===== src/design/bsl_pkg.sv =====
// Shared types, widths, codes and the line style function of the styled line rasterizer.
package bsl_pkg;

	localparam int COORD_BITS     = 12;
	localparam int DELTA_BITS     = COORD_BITS + 1;
	localparam int INC_S_BITS     = COORD_BITS + 2;
	localparam int ERR_BITS       = COORD_BITS + 4;
	localparam int COLOR_BITS     = 8;
	localparam int STYLE_BITS     = 2;
	localparam int PAT_PERIOD     = 9;
	localparam int POS_BITS       = $clog2(PAT_PERIOD);
	localparam int IN_FIELD_BITS  = 4 * COORD_BITS + COLOR_BITS + STYLE_BITS;
	localparam int IN_DATA_BITS   = ((IN_FIELD_BITS + 7) / 8) * 8;
	localparam int OUT_FIELD_BITS = 2 * COORD_BITS + COLOR_BITS;
	localparam int OUT_DATA_BITS  = ((OUT_FIELD_BITS + 7) / 8) * 8;

	localparam logic [POS_BITS-1:0] PAT_LAST  = POS_BITS'(PAT_PERIOD - 1);
	localparam logic [POS_BITS-1:0] DOT_LEN   = POS_BITS'(3);
	localparam logic [POS_BITS-1:0] DASH_LEN  = POS_BITS'(6);
	localparam logic [POS_BITS-1:0] DD_DASH   = POS_BITS'(2);
	localparam logic [POS_BITS-1:0] DD_DOT    = POS_BITS'(7);

	localparam logic MODE_START = 1'b0;
	localparam logic MODE_STEP  = 1'b1;

	localparam logic [STYLE_BITS-1:0] STYLE_SOLID    = 2'd0;
	localparam logic [STYLE_BITS-1:0] STYLE_DOTTED   = 2'd1;
	localparam logic [STYLE_BITS-1:0] STYLE_DASHED   = 2'd2;
	localparam logic [STYLE_BITS-1:0] STYLE_DASH_DOT = 2'd3;

	typedef logic signed [COORD_BITS-1:0] coord_t;

	typedef struct packed {
		coord_t                         cur_x;
		coord_t                         cur_y;
		logic signed [ERR_BITS-1:0]     err_term;
		logic        [INC_S_BITS-1:0]   inc_straight;
		logic signed [ERR_BITS-1:0]     inc_diagonal;
		coord_t                         major_end;
		logic                           x_is_major;
		logic                           minor_up;
		logic        [POS_BITS-1:0]     pattern_pos;
		logic        [STYLE_BITS-1:0]   cur_style;
		logic        [COLOR_BITS-1:0]   cur_color;
		logic                           busy;
	} line_state_t;

	typedef struct packed {
		coord_t                   x;
		coord_t                   y;
		logic [COLOR_BITS-1:0]    color;
		logic                     plot;
		logic                     done;
		logic                     active;
	} pixel_t;

	typedef struct packed {
		coord_t                   x_start;
		coord_t                   y_start;
		coord_t                   x_end;
		coord_t                   y_end;
		logic [COLOR_BITS-1:0]    pen_color;
		logic [STYLE_BITS-1:0]    line_style;
	} start_req_t;

	function automatic logic style_plot(input logic [STYLE_BITS-1:0] style,
		input logic [POS_BITS-1:0] pos);
		logic hit;
		case (style)
			STYLE_SOLID:    hit = 1'b1;
			STYLE_DOTTED:   hit = pos < DOT_LEN;
			STYLE_DASHED:   hit = pos < DASH_LEN;
			STYLE_DASH_DOT: hit = (pos < DD_DASH) || (pos == DD_DOT);
			default:        hit = 1'b1;
		endcase
		return hit;
	endfunction

endpackage


===== src/design/styled_bresenham_line.sv =====
// Top level of the styled line rasterizer: request register, line state and result register.
// A request is held in the request register, and its result is then registered in the result register.
// Throughput: one request per cycle while the output is not stalled, set by the loop through the
// error term adder and the line state register.
// Reset clears both pipeline valid flags and the line state; the block starts with no line.
module styled_bresenham_line (
	input  logic                                clk,
	input  logic                                arst_n,
	input  logic                                s_axis_tvalid,
	output logic                                s_axis_tready,
	// x_start[11:0], y_start[23:12], x_end[35:24], y_end[47:36], pen_color[55:48],
	// line_style[57:56], zero padding above.
	input  logic [bsl_pkg::IN_DATA_BITS-1:0]    s_axis_tdata,
	// mode[0].
	input  logic                                s_axis_tuser,
	output logic                                m_axis_tvalid,
	input  logic                                m_axis_tready,
	// pixel_x[11:0], pixel_y[23:12], pixel_color[31:24].
	output logic [bsl_pkg::OUT_DATA_BITS-1:0]   m_axis_tdata,
	// plot[0], active[1].
	output logic [1:0]                          m_axis_tuser,
	output logic                                m_axis_tlast
);
	import bsl_pkg::*;

	logic                     valid_s1;
	logic                     mode_s1;
	logic [IN_FIELD_BITS-1:0] data_s1;
	logic                     valid_s2;
	pixel_t                   pix_s2;
	line_state_t              state_q;

	logic                     advance;
	start_req_t               req;
	line_state_t              setup_state;
	pixel_t                   setup_pix;
	line_state_t              step_state;
	pixel_t                   step_pix;
	line_state_t              nxt_state;
	pixel_t                   nxt_pix;

	assign advance       = valid_s1 && (!valid_s2 || m_axis_tready);
	assign s_axis_tready = !valid_s1 || advance;

	always_comb begin
		req.x_start    = data_s1[COORD_BITS-1:0];
		req.y_start    = data_s1[2*COORD_BITS-1:COORD_BITS];
		req.x_end      = data_s1[3*COORD_BITS-1:2*COORD_BITS];
		req.y_end      = data_s1[4*COORD_BITS-1:3*COORD_BITS];
		req.pen_color  = data_s1[4*COORD_BITS+COLOR_BITS-1:4*COORD_BITS];
		req.line_style = data_s1[IN_FIELD_BITS-1:4*COORD_BITS+COLOR_BITS];
	end

	bsl_setup u_setup (
		.req       (req),
		.nxt_state (setup_state),
		.nxt_pix   (setup_pix)
	);

	bsl_stepper u_stepper (
		.cur_state (state_q),
		.nxt_state (step_state),
		.nxt_pix   (step_pix)
	);

	always_comb begin
		if (mode_s1 == MODE_START) begin
			nxt_state = setup_state;
			nxt_pix   = setup_pix;
		end else begin
			nxt_state = step_state;
			nxt_pix   = step_pix;
		end
	end

	always_ff @(posedge clk or negedge arst_n) begin
		if (!arst_n) begin
			valid_s1 <= 1'b0;
		end else if (s_axis_tready) begin
			valid_s1 <= s_axis_tvalid;
		end
	end

	always_ff @(posedge clk) begin
		if (s_axis_tvalid && s_axis_tready) begin
			mode_s1 <= s_axis_tuser;
			data_s1 <= s_axis_tdata[IN_FIELD_BITS-1:0];
		end
	end

	always_ff @(posedge clk or negedge arst_n) begin
		if (!arst_n) begin
			valid_s2 <= 1'b0;
			state_q  <= '0;
		end else if (advance) begin
			valid_s2 <= 1'b1;
			state_q  <= nxt_state;
		end else if (m_axis_tready) begin
			valid_s2 <= 1'b0;
		end
	end

	always_ff @(posedge clk) begin
		if (advance) begin
			pix_s2 <= nxt_pix;
		end
	end

	assign m_axis_tvalid = valid_s2;
	assign m_axis_tdata  = OUT_DATA_BITS'({pix_s2.color, pix_s2.y, pix_s2.x});
	assign m_axis_tuser  = {pix_s2.active, pix_s2.plot};
	assign m_axis_tlast  = pix_s2.done;

	// An idle step request yields an all-zero result.
	a_idle_zero: assert property (@(posedge clk) disable iff (!arst_n)
		(valid_s2 && !pix_s2.active) |->
			(m_axis_tdata == '0 && !m_axis_tlast && !m_axis_tuser[0]))
		else $error("idle step result carries nonzero fields");

	// A start request always gives an active, plotted first pixel.
	a_start_plots: assert property (@(posedge clk) disable iff (!arst_n)
		(advance && mode_s1 == MODE_START) |=>
			(m_axis_tvalid && m_axis_tuser[1] && m_axis_tuser[0]))
		else $error("start request did not give a plotted pixel");

	// A waiting last pixel means the line state is idle.
	a_done_idle: assert property (@(posedge clk) disable iff (!arst_n)
		(valid_s2 && pix_s2.active && pix_s2.done) |-> !state_q.busy)
		else $error("line still busy after its last pixel");

	// The style pattern position stays within its period.
	a_pos_range: assert property (@(posedge clk) disable iff (!arst_n)
		state_q.pattern_pos <= PAT_LAST)
		else $error("pattern position out of range");

endmodule


===== src/design/bsl_setup.sv =====
// Line setup logic: deltas, major axis, error term and the first pixel of a new line.
module bsl_setup (
	input  bsl_pkg::start_req_t  req,
	output bsl_pkg::line_state_t nxt_state,
	output bsl_pkg::pixel_t      nxt_pix
);
	import bsl_pkg::*;

	logic signed [DELTA_BITS-1:0] dx;
	logic signed [DELTA_BITS-1:0] dy;
	logic        [DELTA_BITS-1:0] adx_full;
	logic        [DELTA_BITS-1:0] ady_full;
	logic        [COORD_BITS-1:0] adx;
	logic        [COORD_BITS-1:0] ady;
	logic        [COORD_BITS-1:0] maj;
	logic        [COORD_BITS-1:0] mnr;
	logic                         x_major;
	logic                         first_is_start;
	coord_t                       first_x;
	coord_t                       first_y;
	coord_t                       end_major;
	coord_t                       first_major;
	logic                         done;

	always_comb begin
		dx = {req.x_end[COORD_BITS-1], req.x_end} - {req.x_start[COORD_BITS-1], req.x_start};
		dy = {req.y_end[COORD_BITS-1], req.y_end} - {req.y_start[COORD_BITS-1], req.y_start};
		adx_full = dx[DELTA_BITS-1] ? -dx : dx;
		ady_full = dy[DELTA_BITS-1] ? -dy : dy;
		adx = adx_full[COORD_BITS-1:0];
		ady = ady_full[COORD_BITS-1:0];
		x_major = ady <= adx;
		maj = x_major ? adx : ady;
		mnr = x_major ? ady : adx;
		first_is_start = x_major ? !dx[DELTA_BITS-1] : !dy[DELTA_BITS-1];
		if (first_is_start) begin
			first_x = req.x_start;
			first_y = req.y_start;
			end_major = x_major ? req.x_end : req.y_end;
		end else begin
			first_x = req.x_end;
			first_y = req.y_end;
			end_major = x_major ? req.x_start : req.y_start;
		end
		first_major = x_major ? first_x : first_y;
		done = first_major >= end_major;

		nxt_state.cur_x        = first_x;
		nxt_state.cur_y        = first_y;
		nxt_state.err_term     = ERR_BITS'({mnr, 1'b0}) - ERR_BITS'(maj);
		nxt_state.inc_straight = INC_S_BITS'({mnr, 1'b0});
		nxt_state.inc_diagonal = ERR_BITS'({mnr, 1'b0}) - ERR_BITS'({maj, 1'b0});
		nxt_state.major_end    = end_major;
		nxt_state.x_is_major   = x_major;
		nxt_state.minor_up     = (dx != '0) && (dy != '0) &&
			(dx[DELTA_BITS-1] == dy[DELTA_BITS-1]);
		nxt_state.pattern_pos  = '0;
		nxt_state.cur_style    = req.line_style;
		nxt_state.cur_color    = req.pen_color;
		nxt_state.busy         = !done;

		nxt_pix.x      = first_x;
		nxt_pix.y      = first_y;
		nxt_pix.color  = req.pen_color;
		nxt_pix.plot   = 1'b1;
		nxt_pix.done   = done;
		nxt_pix.active = 1'b1;
	end

endmodule


===== src/design/bsl_stepper.sv =====
// Step logic: advances a busy line by one pixel along its major axis; an idle line yields an all-zero pixel.
module bsl_stepper (
	input  bsl_pkg::line_state_t cur_state,
	output bsl_pkg::line_state_t nxt_state,
	output bsl_pkg::pixel_t      nxt_pix
);
	import bsl_pkg::*;

	coord_t minor_step;
	coord_t new_x;
	coord_t new_y;
	coord_t new_major;
	logic   go_straight;
	logic   done;

	always_comb begin
		minor_step = cur_state.minor_up ? coord_t'(1) : '1;
		nxt_state = cur_state;
		if (cur_state.x_is_major) begin
			go_straight = cur_state.err_term[ERR_BITS-1];
		end else begin
			go_straight = cur_state.err_term[ERR_BITS-1] || (cur_state.err_term == '0);
		end
		new_x = cur_state.cur_x;
		new_y = cur_state.cur_y;
		if (cur_state.x_is_major) begin
			new_x = cur_state.cur_x + coord_t'(1);
			if (!go_straight) begin
				new_y = cur_state.cur_y + minor_step;
			end
		end else begin
			new_y = cur_state.cur_y + coord_t'(1);
			if (!go_straight) begin
				new_x = cur_state.cur_x + minor_step;
			end
		end
		new_major = cur_state.x_is_major ? new_x : new_y;
		done = new_major >= cur_state.major_end;

		nxt_pix = '0;
		if (cur_state.busy) begin
			nxt_state.cur_x = new_x;
			nxt_state.cur_y = new_y;
			nxt_state.err_term = go_straight ?
				cur_state.err_term + ERR_BITS'(cur_state.inc_straight) :
				cur_state.err_term + cur_state.inc_diagonal;
			nxt_state.pattern_pos = (cur_state.pattern_pos >= PAT_LAST) ? '0 :
				cur_state.pattern_pos + POS_BITS'(1);
			nxt_state.busy = !done;

			nxt_pix.x      = new_x;
			nxt_pix.y      = new_y;
			nxt_pix.color  = cur_state.cur_color;
			nxt_pix.plot   = style_plot(cur_state.cur_style, cur_state.pattern_pos);
			nxt_pix.done   = done;
			nxt_pix.active = 1'b1;
		end
	end

endmodule


===== config.mk =====
export PLATFORM = sky130hd
export DESIGN_NAME = styled_bresenham_line
export DESIGN_NICKNAME = d
export VERILOG_FILES = /design/src/design/bsl_pkg.sv /design/src/design/styled_bresenham_line.sv /design/src/design/bsl_setup.sv /design/src/design/bsl_stepper.sv
export SDC_FILE = /design/constraint.sdc
export NUM_CORES = 1
export LEC_CHECK = 0
export BUFFER_PORTS_ARGS = -buffer_cell sky130_fd_sc_hd__buf_4
export CAP_MARGIN = 10
export CORE_MARGIN = 10
export CORE_UTILIZATION = 25
export CTS_BUF_LIST = sky130_fd_sc_hd__clkbuf_8
export CTS_CLUSTER_DIAMETER = 200
export DETAILED_ROUTE_END_ITERATION = 8
export SLEW_MARGIN = 20
export SYNTH_ARGS = -nofsm -noshare
export SYNTH_HDL_FRONTEND = slang
export SYNTH_SLANG_ARGS = --single-unit

===== constraint.sdc =====
create_clock -name clk -period 13.96 [get_ports clk]
set_input_delay 1.396 -clock clk [delete_from_list [all_inputs] [get_ports clk]]
set_output_delay 1.396 -clock clk [all_outputs]
set_load 0.05 [all_outputs]

==> metrics.yaml, run 1 <==
comb_power_share_pct: 69.8
r2r_slack_ns: 4.99
power_density_nw_per_um2: 262
drive_gt1_share_pct: 12.2
initial_utilization_pct: 25.4
drt_iter0_markers: 949
cts_root_buffer: "clkbuf_8"
cap_violations: 0
final_util_pct: 28.9
maxSlewViolCount: 0
hold_viol: 0
maxSlewHeadroom_pct: 42.2
fin_crit_sh_pct: 64.3
antenna_found_initial: 2
vdd_ir_drop_max_mv: 0.126
gp_congestion: 0.920
yosys_warnings: 0
syn_area_sq_um: 14400
cp-endpoint: "m_axis_tlast"
ys_async_sr_fraction_pct: 50.5
crit_type: "flip-flop to flip-flop"
p_seq_share_pct: 21.1
tightest_slew_ns: 0.843
yosysSeqAreaShare_pct: 36.4
wl_per_cell_microns: 17.1
path_depth: 32
power.share.clock_pct: 9.1
netSwitchingPower_w: 0.00218
crit_path_start: "data_s1[0]"
r2r-start: "data_s1[0]"
final_cell_area_sq_um: 16400
viasPerCell: 4.94
die_x_microns: 260
cts_tree: "yes"
crit_top_cell: "a21o_1"
cp-start-kind: "flip-flop"
synth_flop_cell: "dfrtp_1"
arrival_ns: 9.25
post_cts_resized: 0
fin_crit_ns: 8.97
num_vias: 12200
rsz0062_at_grt: "false"
tns_ns: 0
die_area_sq_um: 67400
portBuffers: 99
final_nets: 1886
swShare_pct: 50.9
ant_nets: 0
cp.required_ns: 14.24
htreeDepth: 4
power.leakage_nw: 7.04
clock_latency_ns: 0.55
worst-path-max-fanout: 22
ys_types: 95
synth_nets: 1818
synth_cells: 1632
fill_cells: 6030
grt_pass1_wl_microns: 66400
post_cts_buffers: 0
outcome: "finished, final reports clean"
crit_buf_inv: 2
p_total_w: 0.00428
ios: 106
critPathMaxStageDelay_ns: 0.72
end_kind: "flip-flop"
area_growth_pct: 13.9
rr_worst_depth: 32
track_usage_pct: 12.5
min_path_type: "flip-flop to flip-flop"
setup_violations: 0
grt_start_max_net_pins: 67
die_h_microns: 260
clockBufferDepth: 2
clkTransAtPathRegs_ns: 0.12
ys_ff_latch: 190
p_int_w: 0.00210
slowest_stage: "nor3_1"
rows: 87
cts_sinks: 190
r2r_end: "m_axis_tlast"
drc: 0
cts_buffers: 17
drtPass1Iterations: 5
clock.fmax_ghz: 0.111
avgSynthCellArea_sq_um: 8.80
skew_ns: 0.0287
finalWirelength_microns: 42200
dpl_cell_area_sq_um: 15900
ff_latch_area_sq_um: 5230
gr-total-overflow: 0
multi_input_area_sq_um: 8590
holdBufCountCts: 0
core_area_sq_um: 56600
grt_pass1_vias: 12000
cp_top_family: "compound AO/OA/AOI/OAI gates"
synth_edf_count: 94
dp.final_hpwl_microns: 32300
==> logic make-up (layout without fill, tap and decap cells) <==
| kind of cell | count (synthesis) | in the layout | share of synthesized area [%] |
|---|---|---|---|
| buffers and inverters | 149 | 230 | 4.01 |
| multiplexers | 66 | 66 | 4.77 |
| other | 0 | 2 | 0 |
| XOR/XNOR | 89 | 89 | 5.59 |
| flip-flops | 190 | 190 | 36.4 |
| adder cells (fa/ha/maj) | 117 | 117 | 10.5 |
| AND/OR/NAND/NOR | 567 | 567 | 17.7 |
| AO/OA/AOI/OAI | 454 | 454 | 21.1 |
==> cell type report <==
class	count	share of cell area [%]
timing repair buffer	116	5.32
clock buffer	17	1.43
inverter	82	1.88
antenna	2	0.0306
tap	756	5.78
clock inverter	15	1.08
sequential	190	31.9
multi-input combinational	1293	52.5
==> worst min-delay path by stage <==
stage	start	endpoint	slack, ns	depth (start not counted)
2_1_floorplan	data_s1[57]	state_q[10]	0.41	2
3_3_place_gp	data_s1[57]	state_q[10]	0.44	2
3_5_place_dp	data_s1[57]	state_q[10]	0.44	2
4_1_cts	data_s1[57]	state_q[10]	0.48	2
5_1_grt	state_q[28]	state_q[28]	0.51	2
6_report	data_s1[57]	state_q[10]	0.47	2
==> layout by cell type (no fill, tap or decap), types with 11 or more instances in the layout <==
cell type / n
nand2_1: 284
o21ai_0: 119
buf_4: 116
ha_1: 111
nor2_1: 109
a21oi_1: 103
dfrtp_1: 96
edfxtp_1: 94
inv_1: 81
xnor2_1: 54
mux2i_1: 47
o211ai_1: 34
xor2_1: 32
a21o_1: 29
nor3_1: 26
nand3_1: 24
mux2_2: 19
nor2b_1: 18
nand2b_1: 18
clkbuf_8: 17
o21a_1: 15
and3_1: 15
o22ai_1: 14
nand4_1: 11
==> metal layers <==
layer	GRT usage, %	vias up	share of wire, %
met5	0	-	0
met4	2.92	0	1.2
met3	2.91	36	5.5
met2	19.3	314	44
met1	17.2	5862	50
li1	-	6001	-
==> synth_stat cells, drive strengths merged, types with 10 or more instances <==
cell,number,area [sq um]
o21ai,132,668
o21a,15,113
a21boi,10,75.1
and3,15,93.8
o211ai,35,268
inv,81,304
nand2b,18,113
xor2,35,329
nor3,26,130
ha,111,1390
a211oi,11,87.6
nand2,286,1070
o22ai,15,100
mux2i,47,470
nor2,112,423
xnor2,54,473
nand4,11,68.8
buf,16,75.1
a21o,29,218
mux2,19,214
dfrtp,96,2400
clkbuf,51,193
nand3,24,120
nor2b,18,113
a21oi,107,551
edfxtp,94,2820
==> power by group through the flow <==
stage	clock (W)	sequential, W	combinational (W)
after floorplan	0	0.000946	0.00218
after detailed placement	0	0.000915	0.00296
after global routing	0.000427	0.000927	0.00334
after global placement	0	0.000911	0.00290
final	0.000389	0.000904	0.00299
after CTS	0.000404	0.000903	0.00298
==> worst reg2reg max path, delay by kind of cell, from the launching register on <==
kind	cells	cell delay [ns]
AO/OA/AOI/OAI	14	2.98
XOR/XNOR	1	0.50
adder cells (fa/ha/maj)	4	1.47
buffers and inverters	2	0.49
flip-flops	1	0.47
multiplexers	2	0.46
AND/OR/NAND/NOR	9	2.33
==> metrics by stage <==
stage / instances / worst slack (ns) / hold WS, ns
after floorplan: 1632 / 6.51 / 0.415
after global placement: 2437 / 5.23 / 0.442
after detailed placement: 2437 / 5.11 / 0.444
after CTS: 2469 / 5.08 / 0.478
after global routing: 2469 / 4.35 / 0.508
final: 2471 / 4.99 / 0.470
==> state kept, by name, indices dropped and copies added, names as in the netlist <==
name / flops
mode_s1: 1
valid_s1: 1
m_axis_tvalid: 1
m_axis_tlast: 1
m_axis_tdata: 32
state_q: 94
m_axis_tuser: 2
data_s1: 58
No activity file was read; power rests on OpenSTA's default activity.
==> run 2: changes to the inputs <==
==> constraint.sdc (replaced) <==
create_clock -name clk -period 9.36 [get_ports clk]
set_input_delay 0.936 -clock clk [delete_from_list [all_inputs] [get_ports clk]]
set_output_delay 0.936 -clock clk [all_outputs]
set_load 0.05 [all_outputs]
==> metrics.yaml, run 2 (same netlist as run 1, synthesis figures left out) <==
cp_top_family: "compound AO/OA/AOI/OAI gates"
power_density_nw_per_um2: 392
final_util_pct: 28.9
maxSlewViolCount: 0
htreeDepth: 4
multi_input_area_sq_um: 8600
dpl_cell_area_sq_um: 16000
r2r_slack_ns: 0.89
final_common_cell: "nand2_1"
clock.fmax_ghz: 0.118
fin_crit_sh_pct: 90.5
area_growth_pct: 13.8
cp.required_ns: 9.65
clock_latency_ns: 0.56
hold_ws_ns: 0.364
min_path_type: "primary input to async pin"
fill_cells: 5993
rsz0062_at_grt: "false"
final_cell_area_sq_um: 16300
fin_crit_ns: 8.47
die_area_sq_um: 67400
rows: 87
worst-path-max-fanout: 10
largest_reg_flops: 94
cts_root_buffer: "clkbuf_8"
maxUsedRoutingLayer: "met4"
gr-total-overflow: 0
ff_latch_area_sq_um: 5230
portBuffers: 99
hold_viol: 0
wl_per_cell_microns: 17.3
maxSlewHeadroom_pct: 41.8
drt_iter0_markers: 894
power.leakage_nw: 7.04
drive_gt1_share_pct: 12.3
cp-endpoint: "m_axis_tlast"
die_h_microns: 260
crit_top_cell: "a21o_1"
wl_met3_microns: 2490
viasPerCell: 4.97
post_cts_resized: 0
die_x_microns: 260
path_depth: 32
cts_buffers: 17
r2r_end: "m_axis_tlast"
gp_congestion: 0.911
grt_start_max_net_pins: 67
core_area_sq_um: 56600
crit_buf_inv: 1
post_cts_buffers: 0
arrival_ns: 8.76
grt_pass1_wl_microns: 67900
drc: 0
cap_violations: 0
finalWirelength_microns: 42700
final_cell_mix: "nand2_1 (284), o21ai_0 (119), buf_4 (117), ha_1 (111), nor2_1 (108)"
ant_nets: 0
cts_sinks: 190
antenna_cells: 0
top_register: "state_q"
critPathMaxStageDelay_ns: 0.62
ios: 106
holdBufCountCts: 0
track_usage_pct: 12.7
outcome: "finished, final reports clean"
skew_ns: 0.0313
met2_length_microns: 19000
tns_ns: 0
cts_tree: "yes"
crit_path_start: "data_s1[0]"
vdd_ir_drop_max_mv: 0.154
slowest_stage: "xnor2_1"
crit_type: "flip-flop to flip-flop"
clkTransAtPathRegs_ns: 0.11
drtPass1Iterations: 5
dp.final_hpwl_microns: 32900
initial_utilization_pct: 25.4
antenna_found_initial: 0
setup_violations: 0
clockBufferDepth: 2
r2r-start: "data_s1[0]"
rr_worst_depth: 32
end_kind: "flip-flop"
cp-start-kind: "flip-flop"
met1_length_microns: 20700
num_vias: 12300
p_total_w: 0.00640
final_nets: 1887
grt_pass1_vias: 12100
tightest_slew_ns: 0.873
## run 2: cell count changes in the layout (fill, tap and decap cells not counted)
cell        delta
inv_4          -1
buf_4          +1
bufinv_16      -1
nand2_2        -1
clkinv_4       +4
nand2_4        +1
nor2_1         -1
nor2_2         +1
clkinv_8       -1
diode_2        -2
clkinvlp_4     -1
## run 2: cell type report
class | count | share of cell area, %
Multi-Input combinational cell | 1293 | 52.6
Tap cell | 756 | 5.79
Inverter | 82 | 1.88
Clock buffer | 17 | 1.43
Sequential cell | 190 | 32.0
Clock inverter | 15 | 0.926
Timing Repair Buffer | 117 | 5.38
## run 2: how the worst min path moves through the flow
stage	from	end	slack, ns	cells past startpoint
floorplan	data_s1[57]	state_q[10]	0.41	2
global placement	state_q[55]	state_q[55]	0.45	2
detailed placement	data_s1[56]	state_q[9]	0.46	2
CTS	arst_n	m_axis_tvalid	0.36	1
global route	arst_n	m_axis_tvalid	0.37	1
finish	arst_n	m_axis_tvalid	0.36	1
## run 2: layer usage
metal / GRT usage (%) / up-vias
met5: 0 / -
met4: 2.79 / 0
met3: 2.79 / 27
met2: 19.7 / 333
met1: 17.6 / 5906
li1: - / 6002
## run 2: power by group
part | leakage, nW | switching (W) | internal, W
Sequential | 2.08 | 0.000216 | 0.00113
Clock | 0.200 | 0.000359 | 0.000198
Combinational | 4.76 | 0.00271 | 0.00179
Total | 7.04 | 0.00328 | 0.00312
## run 2: worst register-to-register path: cells and delay by family (launching register included)
family                     cells  cell delay [ns]
AOI/OAI and AO/OA             17             3.90
xor gates and xnor gates       1             0.62
adders and majority gates      4             1.32
buffers and inverters          1             0.22
DFF                            1             0.43
and+or+nand+nor                9             1.74
## run 2: stage by stage
step,setup WS (ns),std cells
after floorplan,1.91,1632
after global placement,1.16,2438
after detailed placement,1.04,2438
after CTS,1.01,2470
after global routing,0.383,2470
final,0.891,2470
